### src/rtl/rrts_pkg.sv
// shared types and codes for the round-robin time slicer
`default_nettype none
package rrts_pkg;

	localparam int IdW     = 8;
	localparam int BurstW  = 16;
	localparam int StatusW = 3;

	localparam logic OP_LOAD  = 1'b0;
	localparam logic OP_SLICE = 1'b1;

	localparam logic [StatusW-1:0] ST_LOADED   = 3'd0;
	localparam logic [StatusW-1:0] ST_REFUSED  = 3'd1;
	localparam logic [StatusW-1:0] ST_REQUEUED = 3'd2;
	localparam logic [StatusW-1:0] ST_FINISHED = 3'd3;
	localparam logic [StatusW-1:0] ST_EMPTY    = 3'd4;

	typedef struct packed {
		logic [IdW-1:0]    id;
		logic [BurstW-1:0] burst;
	} entry_t;

	typedef struct packed {
		logic shift;
		logic load;
	} cell_ctl_t;

endpackage
`default_nettype wire

### src/rtl/rrts_if.sv
// handshake channels of the round-robin time slicer
`default_nettype none
interface rrts_item_if;
	logic        valid;
	logic        ready;
	logic        opcode;
	logic [7:0]  process_id;
	logic [15:0] burst_time;

	modport source (output valid, output opcode, output process_id, output burst_time,
		input ready);
	modport sink (input valid, input opcode, input process_id, input burst_time,
		output ready);
endinterface

interface rrts_result_if;
	logic        valid;
	logic        ready;
	logic [7:0]  served_id;
	logic [15:0] remaining_time;
	logic [2:0]  status;
	logic        queue_empty;

	modport source (output valid, output served_id, output remaining_time, output status,
		output queue_empty, input ready);
	modport sink (input valid, input served_id, input remaining_time, input status,
		input queue_empty, output ready);
endinterface

interface rrts_cfg_if;
	logic        valid;
	logic        ready;
	logic [15:0] time_quantum;

	modport source (output valid, output time_quantum, input ready);
	modport sink (input valid, input time_quantum, output ready);
endinterface
`default_nettype wire

### src/rtl/round_robin_time_slicer_core.sv
// Round-robin time slicer: a ready queue of QUEUE_DEPTH (id, burst) slots built as a row of
// cells with the head in cell 0; a slice pops the head and every cell takes its neighbor's
// word in the same cycle, a load or a requeue writes the slot behind the last occupied one.
// Each accepted item's result appears in the output register in the cycle after acceptance;
// a new item is accepted every cycle as long as the result register is free or being
// drained, so throughput is one item per clock. The queue needs no clearing after
// reset. time_quantum resets to 1 and may be written whenever the block is idle.
`default_nettype none
module round_robin_time_slicer_core #(
	parameter int QUEUE_DEPTH = 16
) (
	input  wire logic     clk,
	input  wire logic     arst_n,
	rrts_item_if.sink     item,
	rrts_result_if.source result,
	rrts_cfg_if.sink      cfg
);

	localparam int CW = $clog2(QUEUE_DEPTH + 1);

	logic [CW-1:0]                    count_q;
	logic [rrts_pkg::BurstW-1:0]      quantum_q;
	logic                             res_valid_q;
	logic [rrts_pkg::IdW-1:0]         res_id_q;
	logic [rrts_pkg::BurstW-1:0]      res_rem_q;
	logic [rrts_pkg::StatusW-1:0]     res_status_q;
	logic                             res_empty_q;

	rrts_pkg::entry_t    cells [QUEUE_DEPTH];
	rrts_pkg::entry_t    head;
	rrts_pkg::entry_t    push_data;
	rrts_pkg::cell_ctl_t ctl [QUEUE_DEPTH];

	logic                         accept;
	logic                         is_load;
	logic                         full;
	logic                         nonempty;
	logic                         do_load;
	logic                         do_pop;
	logic                         gt;
	logic                         requeue;
	logic                         push;
	logic [CW-1:0]                push_pos;
	logic [CW-1:0]                count_next;
	logic [rrts_pkg::BurstW-1:0]  diff;
	logic [rrts_pkg::IdW-1:0]     nx_id;
	logic [rrts_pkg::BurstW-1:0]  nx_rem;
	logic [rrts_pkg::StatusW-1:0] nx_status;

	assign item.ready = !res_valid_q || result.ready;
	assign cfg.ready  = 1'b1;
	assign accept     = item.valid && item.ready;

	assign head     = cells[0];
	assign is_load  = (item.opcode == rrts_pkg::OP_LOAD);
	assign full     = (count_q == CW'(QUEUE_DEPTH));
	assign nonempty = (count_q != '0);
	assign do_load  = accept && is_load && !full;
	assign do_pop   = accept && !is_load && nonempty;
	assign gt       = head.burst > quantum_q;
	assign diff     = head.burst - quantum_q;
	assign requeue  = do_pop && gt;
	assign push     = do_load || requeue;

	always_comb begin
		if (is_load) begin
			push_data.id    = item.process_id;
			push_data.burst = item.burst_time;
		end else begin
			push_data.id    = head.id;
			push_data.burst = diff;
		end
	end

	// after a pop the free slot sits one lower
	assign push_pos   = do_pop ? (count_q - CW'(1)) : count_q;
	assign count_next = count_q + CW'(push) - CW'(do_pop);

	for (genvar i = 0; i < QUEUE_DEPTH; i++) begin : g_cell
		assign ctl[i].shift = do_pop;
		assign ctl[i].load  = push && (push_pos == CW'(i));
		if (i == QUEUE_DEPTH - 1) begin : g_last
			rrts_cell u_cell (
				.clk (clk),
				.ctl (ctl[i]),
				.nxt (push_data),
				.din (push_data),
				.q   (cells[i])
			);
		end else begin : g_mid
			rrts_cell u_cell (
				.clk (clk),
				.ctl (ctl[i]),
				.nxt (cells[i+1]),
				.din (push_data),
				.q   (cells[i])
			);
		end
	end

	always_comb begin
		nx_id     = '0;
		nx_rem    = '0;
		nx_status = rrts_pkg::ST_EMPTY;
		if (is_load) begin
			nx_id     = item.process_id;
			nx_rem    = item.burst_time;
			nx_status = full ? rrts_pkg::ST_REFUSED : rrts_pkg::ST_LOADED;
		end else if (nonempty) begin
			nx_id     = head.id;
			nx_rem    = gt ? diff : head.burst;
			nx_status = gt ? rrts_pkg::ST_REQUEUED : rrts_pkg::ST_FINISHED;
		end
	end

	always_ff @(posedge clk or negedge arst_n) begin
		if (!arst_n) begin
			count_q     <= '0;
			quantum_q   <= rrts_pkg::BurstW'(1);
			res_valid_q <= 1'b0;
		end else begin
			if (cfg.valid) begin
				quantum_q <= cfg.time_quantum;
			end
			if (accept) begin
				count_q     <= count_next;
				res_valid_q <= 1'b1;
			end else if (result.ready) begin
				res_valid_q <= 1'b0;
			end
		end
	end

	always_ff @(posedge clk) begin
		if (accept) begin
			res_id_q     <= nx_id;
			res_rem_q    <= nx_rem;
			res_status_q <= nx_status;
			res_empty_q  <= (count_next == '0);
		end
	end

	assign result.valid          = res_valid_q;
	assign result.served_id      = res_id_q;
	assign result.remaining_time = res_rem_q;
	assign result.status         = res_status_q;
	assign result.queue_empty    = res_empty_q;

endmodule
`default_nettype wire

### src/rtl/rrts_cell.sv
// one queue slot: loads a new word or takes its upper neighbor's word on a pop
`default_nettype none
module rrts_cell (
	input  wire logic               clk,
	input  wire rrts_pkg::cell_ctl_t ctl,
	input  wire rrts_pkg::entry_t   nxt,
	input  wire rrts_pkg::entry_t   din,
	output rrts_pkg::entry_t        q
);

	rrts_pkg::entry_t entry_q;

	always_ff @(posedge clk) begin
		if (ctl.load) begin
			entry_q <= din;
		end else if (ctl.shift) begin
			entry_q <= nxt;
		end
	end

	assign q = entry_q;

endmodule
`default_nettype wire

### src/flat_wrapper.sv
// flat-port wrapper written by rule: the top's interface ports become plain ports
module round_robin_time_slicer_core_flat 
#(
	parameter int QUEUE_DEPTH = 16
)
  (clk, arst_n, item_valid, item_opcode, item_process_id, item_burst_time, item_ready, result_valid, result_served_id, result_remaining_time, result_status, result_queue_empty, result_ready, cfg_valid, cfg_time_quantum, cfg_ready);
  rrts_item_if item_i ();
  rrts_result_if result_i ();
  rrts_cfg_if cfg_i ();
  input  wire logic clk;
  input  wire logic arst_n;
  input wire logic [$bits(item_i.valid)-1:0] item_valid;
  input wire logic [$bits(item_i.opcode)-1:0] item_opcode;
  input wire logic [$bits(item_i.process_id)-1:0] item_process_id;
  input wire logic [$bits(item_i.burst_time)-1:0] item_burst_time;
  output wire logic [$bits(item_i.ready)-1:0] item_ready;
  output wire logic [$bits(result_i.valid)-1:0] result_valid;
  output wire logic [$bits(result_i.served_id)-1:0] result_served_id;
  output wire logic [$bits(result_i.remaining_time)-1:0] result_remaining_time;
  output wire logic [$bits(result_i.status)-1:0] result_status;
  output wire logic [$bits(result_i.queue_empty)-1:0] result_queue_empty;
  input wire logic [$bits(result_i.ready)-1:0] result_ready;
  input wire logic [$bits(cfg_i.valid)-1:0] cfg_valid;
  input wire logic [$bits(cfg_i.time_quantum)-1:0] cfg_time_quantum;
  output wire logic [$bits(cfg_i.ready)-1:0] cfg_ready;
  assign item_i.valid = item_valid;
  assign item_i.opcode = item_opcode;
  assign item_i.process_id = item_process_id;
  assign item_i.burst_time = item_burst_time;
  assign item_ready = item_i.ready;
  assign result_valid = result_i.valid;
  assign result_served_id = result_i.served_id;
  assign result_remaining_time = result_i.remaining_time;
  assign result_status = result_i.status;
  assign result_queue_empty = result_i.queue_empty;
  assign result_i.ready = result_ready;
  assign cfg_i.valid = cfg_valid;
  assign cfg_i.time_quantum = cfg_time_quantum;
  assign cfg_ready = cfg_i.ready;
  round_robin_time_slicer_core #(.QUEUE_DEPTH(QUEUE_DEPTH)) u_core (.clk(clk), .arst_n(arst_n), .item(item_i), .result(result_i), .cfg(cfg_i));
endmodule
### config.mk
export PLATFORM = sky130hd
export DESIGN_NAME = round_robin_time_slicer_core_flat
export DESIGN_NICKNAME = d
export VERILOG_FILES = /design/src/rtl/rrts_pkg.sv /design/src/rtl/rrts_if.sv /design/src/rtl/round_robin_time_slicer_core.sv /design/src/rtl/rrts_cell.sv /design/src/flat_wrapper.sv
export SDC_FILE = /design/constraint.sdc
export NUM_CORES = 1
export LEC_CHECK = 0
export BUFFER_PORTS_ARGS = -buffer_cell sky130_fd_sc_hd__buf_2
export CAP_MARGIN = 40
export CORE_ASPECT_RATIO = 1.1
export CORE_MARGIN = 5
export CORE_UTILIZATION = 30
export CTS_CLUSTER_SIZE = 30
export DETAILED_ROUTE_END_ITERATION = 16
export MAX_ROUTING_LAYER = met4
export PLACE_DENSITY_LB_ADDON = 0.08
export SETUP_SLACK_MARGIN = 0.5
export SLEW_MARGIN = 10
export SYNTH_ARGS = -nofsm -noshare
export SYNTH_HDL_FRONTEND = slang
export SYNTH_SLANG_ARGS = --single-unit
### constraint.sdc
create_clock -name clk -period 9.8 [get_ports clk]
set_input_delay 0 -clock clk [delete_from_list [all_inputs] [get_ports clk]]
set_output_delay 0 -clock clk [all_outputs]
set_load 0.05 [all_outputs]
==> flow_summary.ini <==
[clock_network]
h-tree-depth = 2
clockBufferDepth = 3
cts_sinks = 434
cts_root_buffer = clkbuf_16
cts_resized = 0
cts_buffers = 49
cts_setup_buffers = 0
cts_tree = yes
clock_latency_ns = 0.60
hold_buffers = 72
clk_pin_slew_ns = 0.06

[global_routing]
grt_pass1_wl_um = 85500
grt-ovfl-total = 0
antenna_found_initial = 2
grt_max_degree = 50
grt_usage_pct = 16.7
grt_pass1_vias = 12986

[cells_and_area]
area_growth_pct = 20.4
regArea_um2 = 12900
fill_cells = 6347
fin_util_pct = 36.5
final_nets = 1883
multi_input_area_um2 = 5790
stdcell_area_um2 = 23300
drive_above_1_share_pct = 13.6

[synth]
synth_flop_cell = edfxtp_1
yosysTopAreaCellShare_pct = 64.0
synth-seq-cells = 434
ys_top_cells_by_area = edfxtp_1, nand2_1, o21ai_0
synth-edff-count = 412
yosysUniqueCellTypes = 65
ys.warnings.count = 0
syn-cell-area_um2 = 19300
yosysMostFrequentCell = edfxtp_1
synthesis.nets = 1742
synthTopCellsByCount = edfxtp_1, nand2_1, o21ai_0, o21ai_1, clkbuf_1
postSynth.asyncResetShare_pct = 5.07
synth_top_area_cell = edfxtp_1
ys_seq_area_share_pct = 66.8
synth_cells = 1669
synth_area_per_cell_um2 = 11.6

[sta]
period_minus_slack_ns = 4.62
grt_setup_unrepaired = no
slew-limit-headroom_pct = 43.0
fin_ws_ns = 5.18
hold_violations = 0
min_period_over_period_pct = 47.1
worst_slew_pin_slew_ns = 0.852
fin_tns_setup_ns = 0
fin_skew_ns = 0.0187
setup_violations = 0
drv_slew = 0
max_freq_ghz = 0.216

[detailed_routing]
drc = 0
wl_per_cell_um = 21.6
ant_nets = 0
drt_iter0_drc = 1000
routed_wl_um = 58000
dr.pass1.iters = 6
vias_per_cell = 4.85
via_count = 13057

[die]
core-area_um2 = 63800
ioPinCount = 77
rows = 97
fp.dieH_um = 276
die-area_um2 = 69700
initial_core_util_pct = 30.3
die_x_um = 252

[setup_path]
r2r-end = u_core.g_cell[13].g_mid.u_cell.q[0]$_DFFE_PP_
crit_path_frequent_cell = buf_4
end_kind = flop
slowest_stage = ha_1
timing.rr.start = u_core.count_q[1]$_DFFE_PN0P_
crit_path_start = u_core.count_q[1]$_DFFE_PN0P_
ff2ff_path_depth = 13
cp.arrival_ns = 4.97
rrSetupSlack_ns = 5.18
endpoint = u_core.g_cell[13].g_mid.u_cell.q[0]$_DFFE_PP_
cp-start-kind = flop
crit_fanout = 49
required_ns = 10.15
path_cells = inv_1 > ha_1 > nand2_1 > o2111ai_4 > buf_4 > inv_1 > ha_1 > nor4_2 > buf_4 > o211ai_1 > buf_4 > nand2_1 > buf_8
slowest_delay_ns = 0.81
crit_type = reg -> reg

[placed_design]
dp.final_hpwl_um = 38900
placed_cell_area_um2 = 21000
io_buffers = 75
place_ws_ns = 5.17
gp_congestion = 0.791

[worst_hold_path]
hold_class = in -> reg

[flow_run]
max_cap_viol_count = 0

[power]
power_density_nw_per_um2 = 231
power_mw = 5.38
p_leak_nw = 8.97
ir_worst_vdd_mv = 0.117

[status]
outcome = finished, final reports clean
## area by class of cell
class | count | area share, %
Inverter | 59 | 0.951
Antenna cell | 2 | 0.0215
Sequential cell | 434 | 55.5
Clock inverter | 20 | 0.747
Clock buffer | 70 | 5.91
Multi-Input combinational cell | 1057 | 24.8
Tap cell | 841 | 4.52
Timing Repair Buffer | 209 | 7.53
## flip-flops by register name (all words and copies together) (netlist names)
signal and flops:
u_core.g_cell.g_last.u_cell.q 24, u_core.count_q 5, u_core.result.remaining_time 16, u_core.result.status 3
u_core.result.valid 1, u_core.result.queue_empty 1, u_core.quantum_q 16, u_core.g_cell.g_mid.u_cell.q 360
u_core.result.served_id 8
## routing by layer
metal  track usage [%]  up-vias  part of all wire [%]
li1                  -     6293                     -
met1              21.9     6371                    44
met2              26.2      303                    47
met3              3.06       90                   5.3
met4              5.41        0                   3.3
met5                 -        -                     0
## worst min path at each step
| stage | end | start | depth (start not counted) |
|---|---|---|---|
| global route | u_core.result.served_id[4]$_DFFE_PP_ | item_process_id[4] | 3 |
| global placement | u_core.quantum_q[13]$_DFFE_PN0P_ | arst_n | 1 |
| floorplan | u_core.count_q[0]$_DFFE_PN0P_ | arst_n | 0 |
| CTS | u_core.result.served_id[2]$_DFFE_PP_ | item_process_id[2] | 3 |
| finish | u_core.result.served_id[4]$_DFFE_PP_ | item_process_id[4] | 3 |
| detailed placement | u_core.quantum_q[13]$_DFFE_PN0P_ | arst_n | 1 |
## metrics by stage
step	instances	hold WS (ns)
floorplan	1669	-0.296
global placement	2508	0.0605
detailed placement	2528	0.0637
CTS	2690	0.0208
global route	2691	0.0637
finish	2692	0.0661
## critical path, delay by kind of cell (launching register included)
family / cells / cell delay (ns)
adders and majority gates: 2 / 1.08
buffers and inverters: 6 / 1.61
and+or+nand+nor: 3 / 0.82
DFF: 1 / 0.41
AOI/OAI and AO/OA: 2 / 0.41
## report_power, final
| part | internal [mW] | leakage, nW | switching [mW] |
|---|---|---|---|
| Combinational | 0.365 | 4.13 | 0.826 |
| Clock | 1.03 | 0.759 | 0.763 |
| Sequential | 2.32 | 4.08 | 0.0837 |
## cell families after synthesis
group           synth area share [%]
compound gates                  15.2
simple gates                    10.1
flops                           66.8
buf+inv                         4.10
fa+ha+maj                       1.82
mux                             1.16
xor+xnor                       0.815
other cells                   0.0194
## placed cells by master (no fill, tap or decap), types with 4 or more instances in the layout
cell           Yosys  layout
edfxtp_1         412     412
clkbuf_1          72      15
xnor2_1           13      13
nand3_1            4       4
a32oi_1            5       5
nor3_1            10       9
o21ai_1           91      92
o2111ai_4          2       8
nand2_1          369     369
nor2b_1           13      13
xor2_1             5       5
dfrtp_1           21      21
o21a_1             7       7
o21ai_2           14      14
o32ai_1            4       4
clkinv_2           0       9
ha_1              25      25
clkbuf_16          0      50
clkinv_1           2       8
and3_1             5       5
inv_1             57      57
dlygate4sd3_1      0      71
mux2i_1           19      18
a21oi_1           71      69
buf_4              6      44
o21ai_0          244     243
clkbuf_8           0       5
buf_2             27      77
o2bb2ai_1          7       7
a21o_1            17      17
a31oi_1            5       5
buf_16             0       5
nor2_1            63      63
buf_8              0      10
o211ai_1           8       8
(Power assumes the default switching activity.)
